==> src/rtl/ukdq_pkg.sv <==
// Shared types and constants for the unique-key deque.
package ukdq_pkg;

  localparam int unsigned DepthDef   = 16;
  localparam int unsigned KeyBitsDef = 32;
  localparam int unsigned KeyInW     = 32;
  localparam int unsigned TotalW     = 5;

  typedef enum logic [1:0] {
    ACT_PUSH_BACK  = 2'd0,
    ACT_PUSH_FRONT = 2'd1,
    ACT_POP_BACK   = 2'd2,
    ACT_POP_FRONT  = 2'd3
  } action_e;

  typedef enum logic [1:0] {
    STAT_DONE  = 2'd0,
    STAT_DUP   = 2'd1,
    STAT_FULL  = 2'd2,
    STAT_EMPTY = 2'd3
  } status_e;

  typedef enum logic [2:0] {
    FSM_IDLE,
    FSM_SCAN,
    FSM_COMMIT,
    FSM_POP_RD,
    FSM_POP_WAIT
  } fsm_e;

  typedef struct packed {
    action_e                   action;
    logic signed [KeyInW-1:0]  key;
  } req_t;

  typedef struct packed {
    status_e                   status;
    logic signed [KeyInW-1:0]  popped_key;
    logic [TotalW-1:0]         entry_total;
  } rsp_t;

endpackage

==> src/rtl/unique_key_deque_unit.sv <==
// Unique-key deque: bounded ring of keys in one RAM, duplicate search on every push.
// Push: the stored keys are read one per cycle and compared as they return; a match ends the
//   search with a duplicate result, else the commit state writes the key or reports full.
// Pop: POP_RD issues a registered RAM read and POP_WAIT returns the key; empty answers in POP_RD.
// busy drops in the strobe cycle, so the next request may start there; results cannot stall.
// Reset clears pointers and count at once; RAM contents are not cleared.
module unique_key_deque_unit #(
  parameter int unsigned DEPTH    = ukdq_pkg::DepthDef,
  parameter int unsigned KEY_BITS = ukdq_pkg::KeyBitsDef
) (
  input  logic           clk_i,
  input  logic           rst_ni,
  input  logic           start,
  output logic           busy,
  input  ukdq_pkg::req_t req_i,
  output logic           done_o,
  output ukdq_pkg::rsp_t rsp_o
);

  localparam int unsigned PW = (DEPTH > 1) ? $clog2(DEPTH) : 1;
  localparam int unsigned CW = $clog2(DEPTH + 1);

  ukdq_pkg::fsm_e    state_q, state_d;
  ukdq_pkg::action_e act_q, act_d;
  logic [KEY_BITS-1:0] key_q, key_d;
  logic [PW-1:0] front_q, front_d, back_q, back_d, scan_ptr_q, scan_ptr_d;
  logic [CW-1:0] fill_q, fill_d, issued_q, issued_d;
  logic          pend_q, pend_d;
  logic          done_q, done_d;
  ukdq_pkg::rsp_t rsp_q, rsp_d;

  logic [KEY_BITS-1:0] mem_q [DEPTH];
  logic [KEY_BITS-1:0] rd_data_q;
  logic                rd_en, wr_en;
  logic [PW-1:0]       rd_addr, wr_addr;

  logic accept, is_push, scan_issue, scan_hit, is_full, is_empty;
  logic [PW-1:0] back_prev, front_prev, front_next, back_next, scan_next;

  function automatic logic [PW-1:0] ring_next(input logic [PW-1:0] p);
    return (p == PW'(DEPTH - 1)) ? '0 : p + PW'(1);
  endfunction

  function automatic logic [PW-1:0] ring_prev(input logic [PW-1:0] p);
    return (p == '0) ? PW'(DEPTH - 1) : p - PW'(1);
  endfunction

  assign accept     = start && !busy;
  assign is_push    = (req_i.action == ukdq_pkg::ACT_PUSH_BACK) ||
                      (req_i.action == ukdq_pkg::ACT_PUSH_FRONT);
  assign is_full    = (fill_q == CW'(DEPTH));
  assign is_empty   = (fill_q == '0);
  assign scan_issue = (state_q == ukdq_pkg::FSM_SCAN) && (issued_q != fill_q);
  assign scan_hit   = pend_q && (rd_data_q == key_q);
  assign back_prev  = ring_prev(back_q);
  assign back_next  = ring_next(back_q);
  assign front_prev = ring_prev(front_q);
  assign front_next = ring_next(front_q);
  assign scan_next  = ring_next(scan_ptr_q);

  assign busy   = (state_q != ukdq_pkg::FSM_IDLE);
  assign done_o = done_q;
  assign rsp_o  = rsp_q;

  // next state
  always_comb begin
    state_d = state_q;
    unique case (state_q)
      ukdq_pkg::FSM_IDLE: begin
        if (accept) state_d = is_push ? ukdq_pkg::FSM_SCAN : ukdq_pkg::FSM_POP_RD;
      end
      ukdq_pkg::FSM_SCAN: begin
        if (scan_hit) state_d = ukdq_pkg::FSM_IDLE;
        else if (!scan_issue && !pend_q) state_d = ukdq_pkg::FSM_COMMIT;
      end
      ukdq_pkg::FSM_COMMIT:   state_d = ukdq_pkg::FSM_IDLE;
      ukdq_pkg::FSM_POP_RD:   state_d = is_empty ? ukdq_pkg::FSM_IDLE : ukdq_pkg::FSM_POP_WAIT;
      ukdq_pkg::FSM_POP_WAIT: state_d = ukdq_pkg::FSM_IDLE;
      default:                state_d = ukdq_pkg::FSM_IDLE;
    endcase
  end

  // RAM port controls
  always_comb begin
    rd_en   = 1'b0;
    rd_addr = scan_ptr_q;
    wr_en   = 1'b0;
    wr_addr = back_q;
    unique case (state_q)
      ukdq_pkg::FSM_SCAN: rd_en = scan_issue;
      ukdq_pkg::FSM_COMMIT: begin
        wr_en   = !is_full;
        wr_addr = (act_q == ukdq_pkg::ACT_PUSH_BACK) ? back_q : front_prev;
      end
      ukdq_pkg::FSM_POP_RD: begin
        rd_en   = !is_empty;
        rd_addr = (act_q == ukdq_pkg::ACT_POP_BACK) ? back_prev : front_q;
      end
      default: ;
    endcase
  end

  // datapath and result
  always_comb begin
    act_d      = act_q;
    key_d      = key_q;
    front_d    = front_q;
    back_d     = back_q;
    fill_d     = fill_q;
    scan_ptr_d = scan_ptr_q;
    issued_d   = issued_q;
    pend_d     = 1'b0;
    done_d     = 1'b0;
    rsp_d      = rsp_q;
    unique case (state_q)
      ukdq_pkg::FSM_IDLE: begin
        if (accept) begin
          act_d      = req_i.action;
          key_d      = KEY_BITS'(req_i.key);
          scan_ptr_d = front_q;
          issued_d   = '0;
        end
      end
      ukdq_pkg::FSM_SCAN: begin
        pend_d = scan_issue;
        if (scan_issue) begin
          scan_ptr_d = scan_next;
          issued_d   = issued_q + CW'(1);
        end
        if (scan_hit) begin
          done_d            = 1'b1;
          rsp_d.status      = ukdq_pkg::STAT_DUP;
          rsp_d.popped_key  = '0;
          rsp_d.entry_total = ukdq_pkg::TotalW'(fill_q);
        end
      end
      ukdq_pkg::FSM_COMMIT: begin
        done_d           = 1'b1;
        rsp_d.popped_key = '0;
        if (is_full) begin
          rsp_d.status      = ukdq_pkg::STAT_FULL;
          rsp_d.entry_total = ukdq_pkg::TotalW'(fill_q);
        end else begin
          if (act_q == ukdq_pkg::ACT_PUSH_BACK) back_d = back_next;
          else front_d = front_prev;
          fill_d            = fill_q + CW'(1);
          rsp_d.status      = ukdq_pkg::STAT_DONE;
          rsp_d.entry_total = ukdq_pkg::TotalW'(fill_q + CW'(1));
        end
      end
      ukdq_pkg::FSM_POP_RD: begin
        if (is_empty) begin
          done_d            = 1'b1;
          rsp_d.status      = ukdq_pkg::STAT_EMPTY;
          rsp_d.popped_key  = '0;
          rsp_d.entry_total = ukdq_pkg::TotalW'(fill_q);
        end else begin
          if (act_q == ukdq_pkg::ACT_POP_BACK) back_d = back_prev;
          else front_d = front_next;
          fill_d = fill_q - CW'(1);
        end
      end
      ukdq_pkg::FSM_POP_WAIT: begin
        // count was already lowered when the read went out
        done_d            = 1'b1;
        rsp_d.status      = ukdq_pkg::STAT_DONE;
        rsp_d.popped_key  = ukdq_pkg::KeyInW'(rd_data_q);
        rsp_d.entry_total = ukdq_pkg::TotalW'(fill_q);
      end
      default: ;
    endcase
  end

  always_ff @(posedge clk_i or negedge rst_ni) begin
    if (!rst_ni) begin
      state_q  <= ukdq_pkg::FSM_IDLE;
      front_q  <= '0;
      back_q   <= '0;
      fill_q   <= '0;
      issued_q <= '0;
      pend_q   <= 1'b0;
      done_q   <= 1'b0;
    end else begin
      state_q  <= state_d;
      front_q  <= front_d;
      back_q   <= back_d;
      fill_q   <= fill_d;
      issued_q <= issued_d;
      pend_q   <= pend_d;
      done_q   <= done_d;
    end
  end

  always_ff @(posedge clk_i) begin
    act_q      <= act_d;
    key_q      <= key_d;
    scan_ptr_q <= scan_ptr_d;
    rsp_q      <= rsp_d;
  end

  // key RAM, one write and one registered read port
  always_ff @(posedge clk_i) begin
    if (wr_en) mem_q[wr_addr] <= key_q;
    if (rd_en) rd_data_q <= mem_q[rd_addr];
  end

  a_fill_bound: assert property (@(posedge clk_i) disable iff (!rst_ni)
    fill_q <= CW'(DEPTH))
    else $error("fill count above depth");

  a_ptr_meet: assert property (@(posedge clk_i) disable iff (!rst_ni)
    (fill_q == '0 || fill_q == CW'(DEPTH)) |-> (front_q == back_q))
    else $error("ring pointers disagree with fill count");

  a_done_idle: assert property (@(posedge clk_i) disable iff (!rst_ni)
    done_q |-> (state_q == ukdq_pkg::FSM_IDLE))
    else $error("result strobe while sequencer busy");

  a_port_excl: assert property (@(posedge clk_i) disable iff (!rst_ni)
    !(rd_en && wr_en))
    else $error("RAM read and write in the same cycle");

  a_take_busy: assert property (@(posedge clk_i) disable iff (!rst_ni)
    accept |=> busy)
    else $error("request taken but sequencer not busy");

endmodule

==> config.mk <==
export PLATFORM = sky130hd
export DESIGN_NAME = unique_key_deque_unit
export DESIGN_NICKNAME = d
export VERILOG_FILES = /design/src/rtl/ukdq_pkg.sv /design/src/rtl/unique_key_deque_unit.sv
export SDC_FILE = /design/constraint.sdc
export NUM_CORES = 1
export LEC_CHECK = 0
export BUFFER_PORTS_ARGS = -buffer_cell sky130_fd_sc_hd__buf_2
export CORE_UTILIZATION = 45
export CTS_CLUSTER_SIZE = 10
export DETAILED_ROUTE_END_ITERATION = 8
export PLACE_DENSITY_LB_ADDON = 0.12
export SYNTH_ARGS = -nofsm -noshare
export SYNTH_HDL_FRONTEND = slang
export SYNTH_SLANG_ARGS = --single-unit
==> constraint.sdc <==
create_clock -name clk_i -period 5.95 [get_ports clk_i]
set_clock_uncertainty 0.15 [all_clocks]
set_input_delay 1.785 -clock clk_i [delete_from_list [all_inputs] [get_ports clk_i]]
set_output_delay 1.785 -clock clk_i [all_outputs]
set_load 0.02 [all_outputs]
==> results list, run 1 <==
* Total via count after detailed routing: 15860
* Placed Cells incl. Taps: 2458
- Clk Tree Root Cell: clkbuf_16
- At the pin with the least slew margin, the transition time is 1.391 ns.
- CTS H-tree depth: 3
* Count of cells resized by post-cts repair: 0
* Placed wire-length estimate: 41370 microns
* Floorplan die height: 246.5 microns
- Fraction of layout cells with a size suffix above 1: 24.27%
* Area of the die: 0.06074 sq mm
- Remaining number of nets flagged by the antenna check after routing: 0
- Worst EP required: 6.06 ns
- FP Rows: 89
- In this run, the number of DRC markers left after iteration 0 of detailed routing was 1336.
- Power Density: 561.4 mW/mm^2
* Mean cell area of the mapped netlist: 15.83 sq um
- Post-layout net count: 1809
- Across the run, the number of max-cap violations was 0.
- After clock tree synthesis, the setup repair step added 0 buffers.
* Worst setup EP type: flip-flop
- The final hold violation count was 0.
- Cell type contributing the most total cell area after synthesis: edfxtp_1
- The initial utilization of the core area, before any placement, comes to 45.56%.
- Sorting the synthesized cells by area gives the leading types as edfxtp_1, mux2_2, o21ai_0, dfrtp_1, a32oi_1.
- Total Negative Setup Slacks: 0 ns
- Initial antenna violation count: 0
- First-pass GRT wire length: 109600 microns
- TritonCTS built the clock tree.
- Pre-Repair DR Iteration Count: 5
- Pre-CTS setup slack: 1.576 ns
- After clock tree synthesis, the clock-pin slew on the worst setup and hold paths is 0.05 ns.
- Dividing the detail-routed via count by the number of cells gives 6.201.
- The netlist uses 65 different library cells.
* CTS buffer count: 76
- The clock passes through at most 3 buffers.
- Net Count, Synth: 1745
* Final WS setup: 1.647 ns
- The clock period could shrink to 4.303 ns.
- From left edge to right edge, the die measures 246.5 microns.
* Vias in the first global route: 15840
* Antenna cell count: 0
- The congestion estimate from routability-driven global placement came to 0.7942.
- Top cells by count, synth: edfxtp_1, o21ai_0, nand3_1, mux2_2, clkbuf_1
- Port Buffer Count: 77
- DRC violations left: 0
- Most common cell in the synthesized netlist: edfxtp_1
- Summed over all cells, the static leakage comes to 9.687 nW.
* Sequential area share after synthesis: 71.49%
- Synth Flop Type: edfxtp_1
- After layout, the worst path uses 72.31% of the clock period.
* Post-route standard cell area excluding fillers: 0.03026 sq mm
- For the worst setup path, the data arrival time is 4.41 ns.
- After clock tree synthesis, the flow added hold-fix buffers numbering 0.
- Measured against its own limit, the worst slew margin works out to 6.875%.
- The synthesized design devotes to its leading area cell type 69.35% of total area.
- Counting flops with an async set or reset pin after synthesis yields a share of 3.571%.
* Core area: 0.05902 sq mm
- The worst-case IR drop observed on VDD is 0.0003985 V.
- Unrepaired setup endpoints after global routing: false
* Instance count of the mapped netlist: 1699
- Count of state elements after synthesis: 644
- Largest net degree at the start of global routing: 128
- During synthesis, Yosys emitted a total of 0 warnings.
- Number of synthesized flops with an enable pin: 621
- CTS saw 644 sinks.
- The flow ran to the end, and the final reports show no timing, DRC or antenna violations.
- Hold is met by 0.4157 ns.
- The worst setup path is launched from a flip-flop.
- Worst min path class: reg -> reg
* Grt ovf: 0
- P&R area growth vs syn: 12.54%
- Setup violations remaining at the end of the flow were counted as 0.
* Top-Level Pins: 78
- After synthesis the cells add up to 0.02689 sq mm.
- Kind of critical path: reg -> reg
- Skew-Pair Late Insertion Delay: 0.61 ns
* Final routed wirelength across all metal layers: 75110 microns
* Fmax: 232.4 MHz
- The count of cells in the finished layout, fillers not included, comes to 2557.
- After detailed routing, the average wire length per cell comes to 29.37 microns.
- Global routing consumed, over all layers together, 25.07% of the routing resources.
- Max Slew Vio Count: 0
- Largest fanout on the critical path: 22
* Cell area after placement: 0.02815 sq mm
-- layout by cell type, fill, tap and decap left out, types with 30 or more instances in the layout --
master	instances
clkbuf_16	79
buf_4	42
a211oi_2	30
o21ai_0	146
nand2_1	32
and2_1	33
a221oi_1	31
edfxtp_1	621
a32oi_1	64
xnor2_1	41
a221oi_2	31
mux2_2	95
a21oi_1	49
buf_2	77
a211oi_1	36
o22ai_1	34
nand3_1	108
-- power breakdown --
group	switching, W	total [W]	internal [W]
clock network	0.00173	0.00414	0.00241
logic	0.00424	0.00635	0.00211
registers	0.000582	0.00650	0.00592
-- path summary, 6_finish.rpt --
check	slack [ns]	endpoint	cells after the start	from
max reg2reg	1.65	rsp_o[17]	7	key_q[16]
max	1.65	rsp_o[17]	7	key_q[16]
min reg2reg	0.42	issued_q[4]	2	issued_q[4]
min	0.42	issued_q[4]	2	issued_q[4]
min in group asynchronous	1.01	back_q[3]	1	rst_ni
max in group asynchronous	4.27	fill_q[4]	1	rst_ni
-- routing by layer --
| metal | GRT usage [%] | vias up | wire [microns] |
|---|---|---|---|
| met1 | 34.38 | 8252 | 32430 |
| met2 | 41.35 | 554 | 36810 |
| met5 | 0 | - | 0 |
| met3 | 2.908 | 133 | 3806 |
| li1 | - | 6918 | - |
| met4 | 8.696 | 0 | 2052 |
-- logic make-up (layout without fill, tap and decap cells) --
family	Yosys count	after routing	share of synthesized area [%]
AO/OA/AOI/OAI	451	451	12.64
multiplexers	134	134	5.974
adder cells (fa/ha/maj)	9	9	0.4188
buffers and inverters	151	236	2.768
AND/OR/NAND/NOR	259	259	5.053
XOR/XNOR	51	51	1.661
flip-flops	644	644	71.49
-- stage by stage --
step | power, W | util [%]
floorplan | 0.01071 | -
global placement | 0.01287 | 47.70
detailed placement | 0.01292 | 47.70
CTS | 0.01707 | 51.28
global route | 0.01769 | 51.28
finish | 0.01699 | 51.28
-- final cells by class --
class	instances	area, sq um
Clock buffer	88	2011
Clock inverter	11	100.1
Fill cell	4923	28760
Inverter	16	60.06
Multi-Input combinational cell	904	7162
Sequential cell	644	19220
Tap cell	773	967.2
Timing Repair Buffer	121	740.7
-- sequential cells by signal, indices dropped and copies added, names as in the netlist --
register,flops
back_q,4
scan_ptr_q,4
key_q,32
pend_q,1
rsp_o,39
state_q,3
front_q,4
act_q,2
done_o,1
mem_q,512
fill_q,5
issued_q,5
rd_data_q,32
-- worst max-delay path, cell delays in order (launching register included) --
cell,delay (ns)
edfxtp_1,0.72
xor2_1,0.31
nor4_1,0.70
and3_1,0.33
nand3_1,0.24
o2bb2a_1,0.42
o21ai_4,0.60
buf_4,0.45
Note: power is estimated with default switching activity, not from simulation.
==> inputs of run 2 (changes only) <==
- ABC_AREA: default -> 1
- clock period: 5.95 -> 3.9 ns (I/O delays scaled with it)
==> run 2 against run 1 <==
Critical endpoint is now rsp_o[25]. Synthesized area increased by 4.7%. Sequential share of layout area is 3.6 points lower. Utilization increased by 0.59 points. Die area increased by 4.7%.
==> results list, run 2 <==
* Power Density: 809.6 mW/mm^2 (+44%)
- Most frequent cell on the critical path: nand2_1
- Net Count, Synth: 2642 (+51%)
- The arrival time reported for the critical path endpoint came to 3.19 ns (-1.22 ns).
- The flip-flop count of the largest register, all copies and words added is 512 (unchanged).
* Post-synthesis cell area: 0.02816 sq mm (+4.7%)
- Most common cell in the synthesized netlist: edfxtp_1
* Chain of cells forming the critical path: inv_1 -> nand2_1 -> nand2_1 -> inv_1 -> nand2_1 -> nor2_1 -> nand2_1 -> nor2_1 -> nand4_1 -> nand3_2 -> buf_4
- Cts-stage hold buffer count: 0 (unchanged)
- The count of yosys warnings during synthesis is 0 (unchanged).
- The overall power consumption came to 0.02596 W (+53%).
- The total count of max-transition violations in the final report was 0 (unchanged).
* Clk Tree Root Cell: clkbuf_16
* Fmax: 323.4 MHz (+39%)
* Number of synthesized flops with an enable pin: 621 (unchanged)
* Antenna cell count: 0 (unchanged)
- Count of state elements after synthesis: 644 (unchanged)
* Grt ovf: 0 (unchanged)
- Core area: 0.06183 sq mm (+4.8%)
* Average wire per cell in the routed design: 21.09 microns (-28%)
- The library cell used most frequently in the layout, excluding fill and tap cells, is edfxtp_1.
* Worst vdd ir: 0.0004439 V (+11%)
* Post-Route Utilization: 51.87% (+0.59 points)
- Final routed wirelength across all metal layers: 75020 microns (-0.12%)
* Total Negative Setup Slacks: 0 ns (unchanged)
* Port Buffer Count: 77 (unchanged)
- Starting utilization of the core area: 45.55% (about the same)
- Synth Flop Type: edfxtp_1
- The setup slack at placement came to 0.8564 ns (-0.7201 ns).
* Post-CTS setup repair buffer count: 0 (unchanged)
- Slowest cell delay on critical path: 0.75 ns (+0.03 ns)
* Post-layout net count: 2731 (+51%)
- The final setup slack of the worst path came to 0.8078 ns (-0.8396 ns).
- Floorplan die height: 252.2 microns (+2.3%)
* Minimum clock period: 3.092 ns (-1.210 ns)
- The count of final setup violators was 0 (unchanged).
- The final weighted congestion of routability-driven global placement came to 0.8330 (+4.9%).
* Worst min path class: in -> async
- DRC violations left: 0 (unchanged)
- The maximum fanout encountered on the critical timing path was 39 (+77%).
- The maximum number of pins on one net before global-route repair is 167 (+30%).
- Unique masters post-synth: 32 (-51%)
- Outcome: completed
- Portion of synthesized cell area occupied by the leading cell type: 66.22% (-3.1 points)
* Worst relative slew slack: 16.82% (+9.9 points)
* Initial drt markers: 1411 (+5.6%)
- CTS buffer count: 77 (+1.3%)
- Ranked by flip-flop count, first place goes to mem_q.
- The number of instances in the synthesized netlist is 2596 (+53%).
- Total via count after detailed routing: 18880 (+19%)
- By area the synthesized netlist is led by edfxtp_1, nand3_1, nand2_1, inv_1, dfrtp_1.
- Initial antenna violation count: 1 (+1)
* TritonCTS clock tree: yes
- The final hold violation count was 0 (unchanged).
- Mean cell area of the mapped netlist: 10.85 sq um (-31%)
- Vias in the first global route: 18580 (+17%)
- Kind of start point of the critical path: flip-flop
- Count of cells resized by post-cts repair: 0 (unchanged)
- Worst setup EP type: flip-flop
- The slew at the pin with the worst max-slew slack came to 1.248 ns (-0.1431 ns).
* Sequential area share after synthesis: 68.26% (-3.2 points)
- Clock Sinks: 644 (unchanged)
- The final cycle utilization of the critical path was 79.29% (+7.0 points).
* Skew-Pair Late Insertion Delay: 0.63 ns (+0.02 ns)
* Share of synthesized registers carrying an async set or reset: 3.571% (unchanged)
* R2R setup slack: 0.81 ns (-0.84 ns)
* FP Rows: 91 (+2.2%)
- Placed wire-length estimate: 42160 microns (+1.9%)
* Max-cap check violation count: 0 (unchanged)
- Cell type contributing the most total cell area after synthesis: edfxtp_1
* Highest-count cells in the layout ignoring fill and taps: edfxtp_1, nand3_1, nand2_1
- The global-route usage over all layers was 23.89% (-1.2 points).
* Pre-Repair DR Iteration Count: 5 (unchanged)
* Area of the die: 0.06358 sq mm (+4.7%)
* Top cells by count, synth: edfxtp_1, nand3_1, nand2_1, inv_1, buf_2
- For this design, the slowest cell found on the critical path is edfxtp_1.
* Remaining number of nets flagged by the antenna check after routing: 0 (unchanged)
* Fraction of layout cells with a size suffix above 1: 9.963% (-14 points)
- Unrepaired setup endpoints after global routing: false
- The level count of the clock H-tree came to 3 (unchanged).
- Die boundary width: 252.2 microns (+2.3%)
- Clock slew at the register clock pins of the worst setup and hold paths: 0.05 ns (about the same)
- The total I/O pin count came to 78 (unchanged).
- The first-pass GRT wire length was 113400 microns (+3.5%).
- The leakage power of the design came to 13.11 nW (+35%).
- Worst EP required: 4.00 ns (-2.06 ns)
- Maximum count of clock buffers along a single path: 3 (unchanged)
* P&R area growth vs syn: 13.88%
* Kind of critical path: reg -> reg
- Number of vias per cell: 5.308 (-14%)
[run 2: cell count changes after synthesis, moves of 69 or more]
cell      previous run  this run
nand3_1            108       613
mux2_2              95         0
o21ai_0            147        46
buf_2               31       109
inv_1               16       414
clkbuf_1            82        13
nand2_1             35       504
[run 2: kinds of logic (layout without fill, tap and decap cells)]
kind of cell | Yosys count | count (layout) | synth area share (%)
fa+ha+maj | 9 | 9 | 0.3999
xor+xnor | 29 | 29 | 0.9020
flops | 644 | 644 | 68.26
compound gates | 63 | 63 | 1.182
simple gates | 1294 | 1294 | 21.14
buf+inv | 557 | 681 | 8.113
[run 2: per-layer routing]
metal  up-vias  global-route usage [%]  wire, microns
li1       8896                       -              -
met1      9347                   31.72          32510
met2       486                   39.00          35960
met3       153                   3.666           3310
met4         0                   10.48           3234
met5         -                       0              0
[run 2: layout make-up]
cell class	instances	area, sq um
fillers	5456	29760
flip-flops and latches	644	19220
multi-input cells	1395	6855
clock buffers	98	2048
inverters	416	1562
repair buffers	151	1191
well taps	837	1047
clock inverters	16	142.6
[run 2: critical path: cells and delay by family, from the launching register on]
kind,cells,cell delay (ns)
flops,1,0.75
buf+inv,3,0.59
simple gates,8,1.18
[run 2: path summary, 6_finish.rpt]
check	endpoint	cells after the start	from
max in group asynchronous	back_q[2]	1	rst_ni
worst max-delay path	rsp_o[25]	11	key_q[23]
worst max register to register	rsp_o[25]	11	key_q[23]
worst min-delay path	issued_q[2]	1	rst_ni
min in group clk_i	fill_q[0]	1	fill_q[0]
worst min register to register	fill_q[0]	1	fill_q[0]
[run 2: through the flow]
step / cells / area [sq um] / hold slack (ns)
2_1_floorplan: 2596 / 28160 / 0.3722
6_report: 3557 / 32070 / 0.4003
3_3_place_gp: 3443 / 29880 / 0.4043
5_1_grt: 3557 / 32070 / 0.4299
3_5_place_dp: 3443 / 29880 / 0.4202
4_1_cts: 3557 / 32070 / 0.3935
[run 2: power by group]
group / switching, W / internal (W)
clock network: 0.00269 / 0.00368
logic: 0.00699 / 0.00284
registers: 0.000651 / 0.00912
total: 0.0103 / 0.0156
==> inputs of run 3 (changes only) <==
- clock period: 3.9 -> 2.91 ns (I/O delays scaled with it)
==> run 3 against run 2 <==
Utilization grew 0.98 points. Final cell count is 0.96% higher. First-iteration DRC count rose by 7.2%. Largest power group unchanged. Clock power increased by 32%.
==> results list, run 3 (synthesized netlist as in run 2, its figures left out) <==
- The flow ran to the end, and the final reports show no timing, DRC or antenna violations.
* Number of flip-flops under the largest register name: 512 (unchanged)
* Minimum clock period: 2.745 ns (-0.3469 ns)
- CTS buffer count: 76 (-1.3%)
- Final routed wirelength across all metal layers: 72540 microns (-3.3%)
- The total I/O pin count is 78 (unchanged).
* First-pass GRT wire length: 110800 microns (-2.3%)
- Cts-stage hold buffer count: 0 (unchanged)
- Setup repair after global routing left no endpoint under its margin.
* Worst vdd ir: 0.0006148 V (+39%)
- Cell area after placement: 0.03054 sq mm (+2.2%)
- Starting utilization of the core area: 45.55% (unchanged)
- The sequential cell fraction of total power is 36.6% (-1.0 points).
* Number of filler cells placed in the layout: 5372 (-1.5%)
- The highest metal layer carrying signal wires in the routed design is met4.
- The DRC violation count after routing is 0 (unchanged).
* Skew-Pair Late Insertion Delay: 0.61 ns (-0.02 ns)
- Fmax: 364.3 MHz (+13%)
* Initial antenna violation count: 0 (-1)
- P&R area growth vs syn: 16.04%
- Average wire per cell in the routed design: 20.20 microns (-4.2%)
- Antenna cell count: 0 (unchanged)
- The global-route usage over all layers is 23.21% (-0.68 points).
- The maximum fanout encountered on the critical timing path is 16 (-59%).
* Max-cap check violation count: 0 (unchanged)
- Grt ovf: 0 (unchanged)
- The final non-filler cell area was 0.03268 sq mm (+1.9%).
- The library cells used most frequently in the layout, excluding fill and tap cells, are edfxtp_1, nand3_1, nand2_1.
- CTS H-tree depth: 3 (unchanged)
* Clock slew at the register clock pins of the worst setup and hold paths: 0.05 ns (about the same)
* Kind of critical path: reg -> reg
- Floorplan die height: 252.2 microns (unchanged)
* Placer congestion estimate: 0.8243 (-1.0%)
- The number of nets at the end of the flow was 2776 (+1.6%).
- Combinational group share of total power: 39.5% (+1.7 points)
* Core area: 0.06183 sq mm (unchanged)
- The remaining number of nets flagged by the antenna check after routing came to 0 (unchanged).
- The clock share of power is 23.9% (-0.6 points).
- Final WS setup: 0.1647 ns (-0.6431 ns)
- STA classifies the critical path startpoint as a flip-flop.
- The relative max-transition margin came to 31.05% (+14 points).
- Traced cell by cell, the critical path runs through o21ai_0 -> nor2_2 -> nand3_2 -> nor2_4 -> nand4_1 -> nand3_2 -> buf_12.
- The worst hold-check slack was 0.1236 ns (-0.2767 ns).
* Initial drt markers: 1512 (+7.2%)
* R2R setup slack: 0.16 ns (-0.64 ns)
* FF-to-FF path depth: 7 (-4)
- The maximum cell stage delay along the critical path was 0.61 ns (-0.14 ns).
- The arrival time reported for the critical path endpoint came to 2.89 ns (-0.30 ns).
- The final hold violation count is 0 (unchanged).
- The number of clock sinks seen by CTS was 644 (unchanged).
* Pre-Repair DR Iteration Count: 5 (unchanged)
- The number of instances in the placed design was 3488 (+1.3%).
- Largest register by flop count: mem_q
- The number of global-route vias before repair was 18320 (-1.4%).
- Slew at the pin closest to its max-slew limit: 1.033 ns (-0.2149 ns)
- The cell sitting at the root of the clock tree is a clkbuf_16.
- The count of standard-cell rows is 91 (unchanged).
* Port Buffer Count: 77 (unchanged)
* TritonCTS clock tree: yes
- The count of final setup violators came to 0 (unchanged).
- Slowest stage cell on the critical path: edfxtp_1
- Maximum count of clock buffers along a single path: 3 (unchanged)
- The leakage power of the design was 13.39 nW (+2.1%).
- Final period utilization: 94.34% (+15 points)
- Area of the die: 0.06358 sq mm (unchanged)
- The proportion of total power due to net switching was 39.02% (-0.77 points).
* Total via count after detailed routing: 18880 (-0.0053%)
* Worst min path class: in -> async
* Switching pwr: 0.01374 W (+33%)
* Worst setup EP type: flip-flop
- The startpoint identified for the worst register-to-register timing path is key_q[19].
- The detailed-routed wire length on met3 was 4298 microns (+30%).
- Met2 wire length: 34360 microns (-4.5%)
* Worst EP required: 3.06 ns (-0.94 ns)
* Number of vias per cell: 5.258 (-0.95%)
- Die boundary width: 252.2 microns (unchanged)
- Largest net degree at the start of global routing: 79 (-53%)
* Final cell count without fillers: 3591 (+0.96%)
* Max Slew Vio Count: 0 (unchanged)
- The setup slack at placement is -0.2863 ns (-1.143 ns).
- The post-route met1 wirelength came to 31700 microns (-2.5%).
- The cell-internal power is 0.02148 W (+37%).
- Commonest non-fill, non-tap cell in the layout: edfxtp_1
* Reg-to-reg critical path endpoint: rsp_o[25]
* Most frequent cell on the critical path: nand3_2
- The detailed-placement wirelength estimate came to 42440 microns (+0.67%).
- Fraction of layout cells with a size suffix above 1: 11.66% (+1.7 points)
* Power Density: 1078 mW/mm^2 (+33%)
[run 3: cell type report]
| class | instances | area [sq um] | share of cell area [%] |
|---|---|---|---|
| clock inverter | 10 | 103.9 | 0.3178 |
| multi-input combinational | 1395 | 6875 | 21.04 |
| clock buffer | 92 | 2004 | 6.134 |
| timing repair buffer | 197 | 1862 | 5.697 |
| sequential | 644 | 19220 | 58.83 |
| tap | 837 | 1047 | 3.205 |
| inverter | 416 | 1562 | 4.779 |
[run 3: routing by layer]
metal  track usage, %  vias up
li1                 -     8975
met1            32.13     9163
met2            37.39      600
met3            3.471      143
met4            8.190        0
met5                0        -
[run 3: worst max-delay path, delay by kind of cell, from the launching register on]
kind	cells	cell delay (ns)
buf+inv	1	0.21
compound gates	1	0.21
flops	1	0.61
simple gates	5	1.22
[run 3: worst max-delay path by stage]
stage | cells past startpoint | slack, ns | startpoint | to
2_1_floorplan | 7 | -0.45 | state_q[2] | mem_q[8][0]
3_3_place_gp | 8 | -0.31 | key_q[19] | rsp_o[26]
3_5_place_dp | 8 | -0.29 | key_q[19] | rsp_o[26]
4_1_cts | 8 | 0.05 | key_q[19] | rsp_o[24]
5_1_grt | 8 | 0.08 | key_q[19] | rsp_o[24]
6_report | 7 | 0.16 | key_q[19] | rsp_o[25]
[run 3: power groups by stage]
stage	clock (W)	combinational (W)	sequential (W)
2_1_floorplan	0	0.00860	0.0133
3_3_place_gp	0	0.0138	0.0131
3_5_place_dp	0	0.0140	0.0131
4_1_cts	0.00862	0.0140	0.0129
5_1_grt	0.00891	0.0154	0.0130
6_report	0.00844	0.0139	0.0129
[run 3: stage by stage]
stage                     total power, W  setup TNS, ns  util, %
final                            0.03522              0    52.85
after global placement           0.02686         -10.99    49.40
after detailed placement         0.02702         -10.02    49.40
after CTS                        0.03552              0    52.83
after floorplan                  0.02190        -169.16        -
after global routing             0.03736              0    52.85
[run 3: timing repair]
action | in CTS | in global routing
gates resized for setup | 3 | 2
endpoints found under the setup margin | 39 | 39
buffers inserted | 0 | 1
